$ cat src/rtl/core/mhpq_pkg.sv
// Shared types and codes for the max-heap priority queue.
`timescale 1ns / 1ps
package mhpq_pkg;

    localparam logic KIND_INSERT = 1'b0;
    localparam logic KIND_REMOVE = 1'b1;

    localparam logic [1:0] ST_DONE  = 2'd0;
    localparam logic [1:0] ST_EMPTY = 2'd1;
    localparam logic [1:0] ST_FULL  = 2'd2;

    typedef struct packed {
        logic signed [31:0] key;
        logic [31:0]        payload;
    } entry_t;

    typedef enum logic [3:0] {
        S_IDLE,
        S_INS_CHK,
        S_INS_CMP,
        S_RM_ROOT,
        S_RM_LAST,
        S_DN_CHK,
        S_DN_L,
        S_DN_R,
        S_DN_CMP,
        S_FIN
    } state_t;

    typedef enum logic [2:0] {
        RA_ROOT,
        RA_PARENT,
        RA_LAST,
        RA_CHILD,
        RA_RIGHT
    } rd_sel_t;

    typedef enum logic [1:0] {
        WS_ENTRY,
        WS_RDATA,
        WS_BEST
    } wr_src_t;

    typedef enum logic [2:0] {
        P_HOLD,
        P_NEW,
        P_HALF,
        P_ROOT,
        P_BEST
    } pos_op_t;

    typedef struct packed {
        logic    load_item;
        logic    count_inc;
        logic    count_dec;
        logic    rd_en;
        rd_sel_t rd_sel;
        logic    wr_en;
        wr_src_t wr_src;
        pos_op_t pos_op;
        logic    capture_root;
        logic    load_last;
        logic    best_left;
        logic    best_right;
        logic    publish;
    } cmd_t;

    typedef struct packed {
        logic in_remove;
        logic full;
        logic empty;
        logic pos_root;
        logic ins_gt;
        logic child_over;
        logic has_right;
        logic right_gt;
        logic best_gt;
        logic out_busy;
    } stat_t;

endpackage

$ cat src/rtl/core/mhpq_ctrl.sv
// Sequencer for insert (sift up) and remove (sift down) beats.
`timescale 1ns / 1ps
module mhpq_ctrl (
    input  logic            clk,
    input  logic            rst_n,
    input  logic            valid,
    output logic            ready,
    input  mhpq_pkg::stat_t st,
    output mhpq_pkg::cmd_t  cmd
);
    import mhpq_pkg::*;

    state_t state_reg;
    state_t state_next;

    always_ff @(posedge clk or negedge rst_n)
    begin
        if (!rst_n)
        begin
            state_reg <= S_IDLE;
        end
        else
        begin
            state_reg <= state_next;
        end
    end

    always_comb
    begin
        state_next = state_reg;
        ready      = 1'b0;
        cmd        = '0;
        cmd.rd_sel = RA_ROOT;
        cmd.wr_src = WS_ENTRY;
        cmd.pos_op = P_HOLD;
        unique case (state_reg)
            S_IDLE:
            begin
                ready = 1'b1;
                if (valid)
                begin
                    cmd.load_item = 1'b1;
                    if (!st.in_remove && !st.full)
                    begin
                        cmd.count_inc = 1'b1;
                        cmd.pos_op    = P_NEW;
                        state_next    = S_INS_CHK;
                    end
                    else if (st.in_remove && !st.empty)
                    begin
                        cmd.rd_en  = 1'b1;
                        cmd.rd_sel = RA_ROOT;
                        state_next = S_RM_ROOT;
                    end
                    else
                    begin
                        state_next = S_FIN;
                    end
                end
            end
            S_INS_CHK:
            begin
                if (st.pos_root)
                begin
                    cmd.wr_en  = 1'b1;
                    cmd.wr_src = WS_ENTRY;
                    state_next = S_FIN;
                end
                else
                begin
                    cmd.rd_en  = 1'b1;
                    cmd.rd_sel = RA_PARENT;
                    state_next = S_INS_CMP;
                end
            end
            S_INS_CMP:
            begin
                cmd.wr_en = 1'b1;
                if (st.ins_gt)
                begin
                    // parent moves down one level
                    cmd.wr_src = WS_RDATA;
                    cmd.pos_op = P_HALF;
                    state_next = S_INS_CHK;
                end
                else
                begin
                    cmd.wr_src = WS_ENTRY;
                    state_next = S_FIN;
                end
            end
            S_RM_ROOT:
            begin
                cmd.capture_root = 1'b1;
                cmd.count_dec    = 1'b1;
                cmd.rd_en        = 1'b1;
                cmd.rd_sel       = RA_LAST;
                state_next       = S_RM_LAST;
            end
            S_RM_LAST:
            begin
                cmd.load_last = 1'b1;
                cmd.pos_op    = P_ROOT;
                state_next    = S_DN_CHK;
            end
            S_DN_CHK:
            begin
                if (st.child_over)
                begin
                    cmd.wr_en  = 1'b1;
                    cmd.wr_src = WS_ENTRY;
                    state_next = S_FIN;
                end
                else
                begin
                    cmd.rd_en  = 1'b1;
                    cmd.rd_sel = RA_CHILD;
                    state_next = S_DN_L;
                end
            end
            S_DN_L:
            begin
                cmd.best_left = 1'b1;
                if (st.has_right)
                begin
                    cmd.rd_en  = 1'b1;
                    cmd.rd_sel = RA_RIGHT;
                    state_next = S_DN_R;
                end
                else
                begin
                    state_next = S_DN_CMP;
                end
            end
            S_DN_R:
            begin
                cmd.best_right = st.right_gt;
                state_next     = S_DN_CMP;
            end
            S_DN_CMP:
            begin
                cmd.wr_en = 1'b1;
                if (st.best_gt)
                begin
                    cmd.wr_src = WS_BEST;
                    cmd.pos_op = P_BEST;
                    state_next = S_DN_CHK;
                end
                else
                begin
                    cmd.wr_src = WS_ENTRY;
                    state_next = S_FIN;
                end
            end
            S_FIN:
            begin
                if (!st.out_busy)
                begin
                    cmd.publish = 1'b1;
                    state_next  = S_IDLE;
                end
            end
            default:
            begin
                state_next = S_IDLE;
            end
        endcase
    end

endmodule

$ cat config.mk
export PLATFORM = sky130hd
export DESIGN_NAME = mhpq_ctrl
export DESIGN_NICKNAME = d
export VERILOG_FILES = /design/src/rtl/core/mhpq_pkg.sv /design/src/rtl/core/mhpq_ctrl.sv
export SDC_FILE = /design/constraint.sdc
export NUM_CORES = 1
export LEC_CHECK = 0
export BUFFER_PORTS_ARGS = -buffer_cell sky130_fd_sc_hd__buf_2
export CORE_MARGIN = 3
export CORE_UTILIZATION = 41
export CTS_CLUSTER_SIZE = 28
export DETAILED_ROUTE_END_ITERATION = 10
export PLACE_DENSITY = 0.83
export SYNTH_ARGS = -nofsm -noshare
export SYNTH_HDL_FRONTEND = slang
export SYNTH_SLANG_ARGS = --single-unit
$ cat constraint.sdc
create_clock -name clk -period 1.77 [get_ports clk]
set_input_delay 0.177 -clock clk [delete_from_list [all_inputs] [get_ports clk]]
set_output_delay 0.177 -clock clk [all_outputs]
set_load 0.05 [all_outputs]
# Word level (Yosys, flattened, before mapping)
# Cells that the tools add are included.
[word_totals]
register_bits = 4
inputBits = 13
[classes]
n_eq_ne = 11
n_mux = 37
reduce_logical = 7
[ops]
columns = ["cell", "count"]
rows = [
  ["$mux W4", 15],
  ["$pmux W4 S10", 1],
  ["$pmux W3 S4", 2],
  ["$pmux W4 S5", 1],
  ["$eq A4 B3 Y1 const B", 4],
  ["$mux W1", 11],
  ["$mux W3", 3],
  ["$eq A4 B2 Y1 const B", 2],
  ["$eq A4 B4 Y1 const B", 2],
  ["$mux W2", 4],
  ["$eq A4 B1 Y1 const B", 1],
  ["$logic_not A4 Y1", 1],
  ["$ne A2 B2 Y1 const B", 2],
  ["$logic_not A1 Y1", 3],
  ["$logic_and A1 B1 Y1", 2],
  ["$reduce_and A2 Y1", 1],
]

# Longest topological paths before layout
# Gate-level depths: netlist (run 1).
[logic_depth]
ltp_word = 6
ltp_mapped = 5
depth_no_buf = 4

# Worst setup path before layout (run 1)
# No wires, ideal clock.
[synth_path]
kind = "register to output"
startpoint = "register state_reg[2]"
endpoint = "output cmd[5] (netlist name)"
arrival_ns = 3.018
required_ns = 1.593
slack_ns = -1.425
path_stages_with_launch = 6
path_buffers = 1
path_cell_list = "dfrtp_1 -> buf_4 -> nor4_4 -> nand2_1 -> nor3_1 -> nand2b_1"
[synth_rtl]
columns = ["item", "line_no", "text"]
rows = [
  ["from (decl)", "mhpq_ctrl.sv:13", "state_t state_reg;"],
  ["from (signal assigned)", "mhpq_ctrl.sv:24", "state_reg <= state_next;"],
  ["to (decl)", "mhpq_ctrl.sv:9", "output mhpq_pkg::cmd_t cmd"],
]

==> metrics.md, run 1 <==
| Metric | Value |
|---|---|
| CP peak stage delay | roughly 0.44 ns |
| Vias | 712 |
| WL/cell | 13.6 um |
| PnR worst setup slack | 0.0330 ns |
| Most frequent cells in the layout | buf_2, buf_4, buf_6, nand2_1, and3_1 |
| Critical R2R Capture | state_reg[3] |
| 1st-iter DRT viols | 21 |
| Max transition margin | 0.837 |
| Clk_skew | 0.00638 ns |
| CTS root buf | clkbuf_4 |
| Htree depth | 1 |
| Final Util | 0.815 |
| FP Rows | 12 |
| Number of global-route vias before repair | 622 |
| 1st-pass router iterations | 4 |
| HPWL after DPL | 1280 um |
| Ant. Diodes | 0 |
| Syn avg cell area | around 7.4 um2 |
| Final Critical Period | around 1.7 ns |
| Status | complete, no violations |
| Fill count | 75 |
| R2r startpoint | state_reg[0] |
| Initial antenna violation count | 0 |
| Dpl cells | about 120 |
| IO Pins | 32 |
| # Max-Cap Violations | 0 |
| Final GP Congestion | roughly 0.8 |
| CP startpoint kind | flip-flop |
| Setup Crit Path Kind | flip-flop to primary output |
| Max Fclk | 576 MHz |
| TritonCTS Buffers | 3 |
| Post-synthesis cell area | 532 um2 |
| Global-route wire length before repair | 2710 um |
| Clock-pin slew on the worst setup and hold paths | 0.04 ns |
| Pins Over Slew Limit | 0 |
| Core Area | roughly 0.0012 mm2 |
| ANT nets after route | 0 |
| Final Cell Area | 942 um2 |
| Horiz. Die Dim | 42.0 um |
| Data required time at the worst endpoint | 1.59 ns |
| Yosys cell types | 31 |
| Sequential cell area fraction in the yosys report | 0.188 |
| Die H | 42.0 um |
| Critical Path Fanout Max | 5 |
| Total track usage | 0.196 |
| Setup violators final | 0 |
| Final hold violations | 0 |
| Worst skew pair latency | 0.23 ns |
| PwrDens | 2070 mW/mm2 |
| Layout Area Growth over Synthesis | 77.2% |
| Leak | 0.510 nW |
| Worst hold path class | input pin to asynchronous set/reset pin |
| Largest net degree at the start of global routing | 13 |
| Final #Nets | between 100 and 150 |
| Vias per cell | 5.44 |
| # clock sinks | 4 |
| Routed wire length | 1780 um |
| Synth warn | 0 |
| CTS tree | yes |
| Clock Path Buffers | 2 |
| Commonest non-fill, non-tap cell in the layout | buf_2 |
| Grt total ovfl | 0 |
| Slowest cell on the critical path | dfrtp_2 |
| Starting Density | 0.460 |
| CP endpoint kind | primary output |
| Post-Place Cell Area | 759 um2 |
| Dpl ws | between 0.1 and 0.15 ns |
| VDD IR max | between 0.001 and 0.0015 V |
| Residual DRC | 0 |
| Die area | 0.00177 mm2 |
| R2R setup slack | 0.20 ns |
| Fin crit share | 0.981 |
| CP Data Arrival Time | 1.56 ns |
| Worst-margin pin slew | 0.238 ns |
| #FFs+latches synth | 4 |
| Non-filler cells, final | 131 |
| Reg2Reg Depth | 6 |
| Critical path cell sequence | buf_4 > or2_2 > o221ai_2 > buf_6 |
| Max reg flops | 4 |
| Syn_nets | 85 |
| Port bufs | 31 |
| Layout cells sized above 1 | 0.615 |
| RSZ-0062 raised after global routing | yes |
| Post-Route Setup TNS | 0 ns |
| Cells after synthesis | 72 |
## logic make-up (layout without fill, tap and decap cells)
| group | after synthesis | after routing | synth area share |
|---|---|---|---|
| simple gates | 41 | 41 | 0.456 |
| flops | 4 | 4 | 0.188 |
| buf+inv | 12 | 57 | 0.111 |
| mux | 4 | 4 | 0.0776 |
| compound gates | 11 | 11 | 0.167 |
## where the power goes
part / total (W) / leakage, nW / switching, W / internal [W]
Combinational: 0.00162 / 0.449 / 0.000948 / 0.000673
Clock: 0.000108 / 0.0138 / 0.0000324 / 0.0000754
Sequential: 0.000220 / 0.0476 / 0.0000798 / 0.000140
## worst max path at each step
| stage | end | slack, ns | startpoint |
|---|---|---|---|
| finish | cmd[10] | 0.03 | state_reg[2] |
| global route | cmd[11] | -0.04 | state_reg[2] |
| CTS | cmd[10] | 0.02 | state_reg[2] |
| detailed placement | cmd[5] | 0.12 | state_reg[1] |
| global placement | cmd[10] | 0.13 | state_reg[2] |
| floorplan | cmd[5] | -0.70 | state_reg[0] |
## Yosys cell counts
cell type  count  area (um2)
nand3b_1       2        15.0
or2_2          3        18.8
and2_1         1        6.26
buf_2          2        10.0
nand2b_1       2        12.5
nor2b_1        4        25.0
o211ai_1       1        7.51
buf_4          3        22.5
a21oi_2        1        8.76
o2111ai_1      1        8.76
o41a_1         1        11.3
a21o_1         1        7.51
dfrtp_1        4         100
nor3_1         5        25.0
inv_2          1        3.75
nor2_1         4        15.0
inv_1          6        22.5
a31oi_1        1        6.26
and4_1         1        8.76
nand2_1        6        22.5
or4_1          1        7.51
nor2b_2        1        8.76
mux2i_1        3        30.0
and3_1         5        31.3
o21ai_0        1        5.00
a21oi_1        2        10.0
a32oi_1        1        8.76
nand3_1        5        25.0
mux2_2         1        11.3
nor4_4         1        21.3
o221ai_2       1        15.0
## metal layers
layer  share of wire  track usage  wire length (um)
met2            0.54        0.358               964
met3           0.078       0.0343               139
met1            0.37        0.228               663
met4          0.0090       0.0621                16
met5               0            0                 0
## cell type report
class	instances	area (um2)	area share
Timing Repair Buffer	47	337	0.357
Inverter	7	30.0	0.0319
Sequential cell	4	104	0.110
Clock buffer	3	22.5	0.0239
Tap cell	14	17.5	0.0186
Multi-Input combinational cell	56	432	0.458
## repair_timing
item	in CTS	in global routing
pin swaps	3	6
endpoints found under the hold margin	4	0
setup endpoints to repair	13	11
gates resized for setup	16	11
hold buffers	1	0
buffers inserted	4	5
## critical path: cells and delay by family (launching register included)
family	cells	cell delay, ns
AND/OR/NAND/NOR	1	0.28
flip-flops	1	0.44
AO/OA/AOI/OAI	1	0.24
buffers and inverters	2	0.37
## through the flow
stage,total power (W),hold slack [ns]
global route,0.00205,0.279
floorplan,0.00125,-0.119
detailed placement,0.00152,-0.0139
global placement,0.00149,-0.0166
finish,0.00195,0.273
CTS,0.00179,0.248
No activity file was read; power rests on OpenSTA's default activity.
==> inputs of run 2 (changes only) <==
CORE_MARGIN = unset   (was 3)
==> run 2 against run 1 <==
Setup slack worse by 0.023 ns. Power is 0.57% higher. Die area is 18% lower. Fmax is 1.3% lower. Sequential share of layout area is 0.22 points higher. Routed wire length is 4.8% lower. Combinational power hardly changed. Clock skew is 0.0016 ns lower. Count of clock-buffer cells in the layout stayed put.
==> metrics.md, run 2 (synthesis gave the netlist of run 1 again) <==
| Metric | Value |
|---|---|
| Worst-margin pin slew | 0.255 ns (+0.0170 ns) |
| Max Fclk | 568 MHz (-1.3%) |
| Status | complete, no violations |
| Core Area | 0.00116 mm2 (unchanged) |
| TritonCTS Buffers | 3 (unchanged) |
| Leak | 0.498 nW (-2.4%) |
| Fin crit share | 0.994 (+0.0127) |
| Vias per cell | 5.39 (-0.79%) |
| 1st-iter DRT viols | 10 (-52%) |
| Largest net degree at the start of global routing | 11 (-2) |
| Fill count | 80 (+6.7%) |
| Max reg flops | 4 (unchanged) |
| Critical Path Fanout Max | 6 (+1) |
| Port bufs | 31 (unchanged) |
| RSZ-0062 raised after global routing | yes |
| Die area | 0.00145 mm2 (-18%) |
| Most frequent cells in the layout | buf_2, buf_4, inv_1, and3_1 |
| ANT nets after route | 0 (unchanged) |
| Worst skew pair latency | 0.23 ns (about the same) |
| Total track usage | 0.253 (+0.0573) |
| Residual DRC | 0 (unchanged) |
| Final Critical Period | 1.76 ns (+0.0226 ns) |
| Commonest non-fill, non-tap cell in the layout | buf_2 |
| Final #Nets | 131 (-0.76%) |
| Vias | 701 (-1.5%) |
| CP Data Arrival Time | 1.58 ns (+0.02 ns) |
| Initial antenna violation count | 0 (unchanged) |
| CTS tree | yes |
| 1st-pass router iterations | 4 (unchanged) |
| IO Pins | 32 (unchanged) |
| Max transition margin | 0.825 (-0.0117) |
| Layout cells sized above 1 | 0.621 (+0.00531) |
| Global-route wire length before repair | 2510 um (-7.4%) |
| CP startpoint kind | flip-flop |
| # clock sinks | 4 (unchanged) |
| Die H | 38.0 um (-9.5%) |
| Grt total ovfl | 0 (unchanged) |
| Layout Area Growth over Synthesis | 75.8% |
| Pins Over Slew Limit | 0 (unchanged) |
| CTS root buf | clkbuf_4 |
| CP endpoint kind | primary output |
| Final hold violations | 0 (unchanged) |
| Post-Place Cell Area | 752 um2 (-0.99%) |
| Final Util | 0.808 (-0.00649) |
| VDD IR max | 0.00143 V (+21%) |
| WL/cell | 13.1 um (-4.1%) |
| Number of global-route vias before repair | 601 (-3.4%) |
| Data required time at the worst endpoint | 1.59 ns (about the same) |
| Clock Path Buffers | 2 (unchanged) |
| Clock-pin slew on the worst setup and hold paths | 0.04 ns (about the same) |
| Setup Crit Path Kind | flip-flop to primary output |
| Final Cell Area | 935 um2 (-0.80%) |
| # Max-Cap Violations | 0 (unchanged) |
| Ant. Diodes | 0 (unchanged) |
| Horiz. Die Dim | 38.0 um (-9.5%) |
| Final GP Congestion | 0.860 (+7.8%) |
| PwrDens | 2100 mW/mm2 (+1.4%) |
| Worst hold path class | input pin to flip-flop |
| Htree depth | 1 (unchanged) |
| FP Rows | 12 (unchanged) |
| Clk_skew | 0.00478 ns (-0.00160 ns) |
| Starting Density | 0.460 (unchanged) |
| Routed wire length | 1700 um (-4.8%) |
| HPWL after DPL | 1150 um (-11%) |
| Post-Route Setup TNS | 0 ns (unchanged) |
| Setup violators final | 0 (unchanged) |
## run 2: final cells by class
type	instances	area, um2	area share
Multi-Input combinational cell	56	448	0.479
Timing Repair Buffer	46	312	0.333
Inverter	7	30.0	0.0321
Clock buffer	3	22.5	0.0241
Sequential cell	4	105	0.112
Tap cell	14	17.5	0.0187
## run 2: layer usage
metal | global-route usage | vias to the layer above | share of wire
li1 | - | 344 | -
met1 | 0.302 | 322 | 0.43
met2 | 0.427 | 29 | 0.49
met3 | 0.0233 | 6 | 0.050
met4 | 0.170 | 0 | 0.031
met5 | 0 | - | 0
## run 2: path summary, 6_finish.rpt
path / start / to / slack [ns] / cells after the start
worst max-delay path: state_reg[1] / cmd[5] / 0.01 / 5
worst min-delay path: st[7] / state_reg[1] / 0.26 / 4
worst max register to register: state_reg[3] / state_reg[0] / 0.19 / 5
worst min register to register: state_reg[3] / state_reg[1] / 0.67 / 3
max in group asynchronous: rst_n / state_reg[0] / 1.35 / 2
min in group asynchronous: rst_n / state_reg[2] / 0.29 / 2
## run 2: what timing repair did
action / 4_1_cts / 5_1_grt
setup buffers: 6 / 3
pin swaps: 3 / 3
endpoints found under the hold margin: 4 / 0
gates resized for setup: 17 / 9
setup endpoints to repair: 14 / 9
hold buffers: 1 / 0
## run 2: through the flow
stage | total power [W] | std cells | hold WS (ns) | setup slack (ns)
after floorplan | 0.00125 | 72 | -0.119 | -0.698
final | 0.00196 | 130 | 0.259 | 0.0104
after global routing | 0.00207 | 130 | 0.275 | -0.0490
after detailed placement | 0.00150 | 117 | -0.0168 | 0.0677
after global placement | 0.00149 | 117 | -0.0168 | 0.0912
after CTS | 0.00183 | 127 | 0.248 | 0.0135
## run 2: critical path, cell delays in order, from the launching register on
cell      delay, ns
dfrtp_2        0.45
nor4_4         0.31
nand2_2        0.12
nor3_4         0.18
nand2b_4       0.15
buf_8          0.14
## run 2: where the power goes
| part | leakage, nW | switching, W | internal, W | total [W] |
|---|---|---|---|---|
| Clock | 0.0138 | 0.0000339 | 0.0000756 | 0.000110 |
| Sequential | 0.0463 | 0.0000741 | 0.000142 | 0.000216 |
| Combinational | 0.438 | 0.000974 | 0.000660 | 0.00163 |
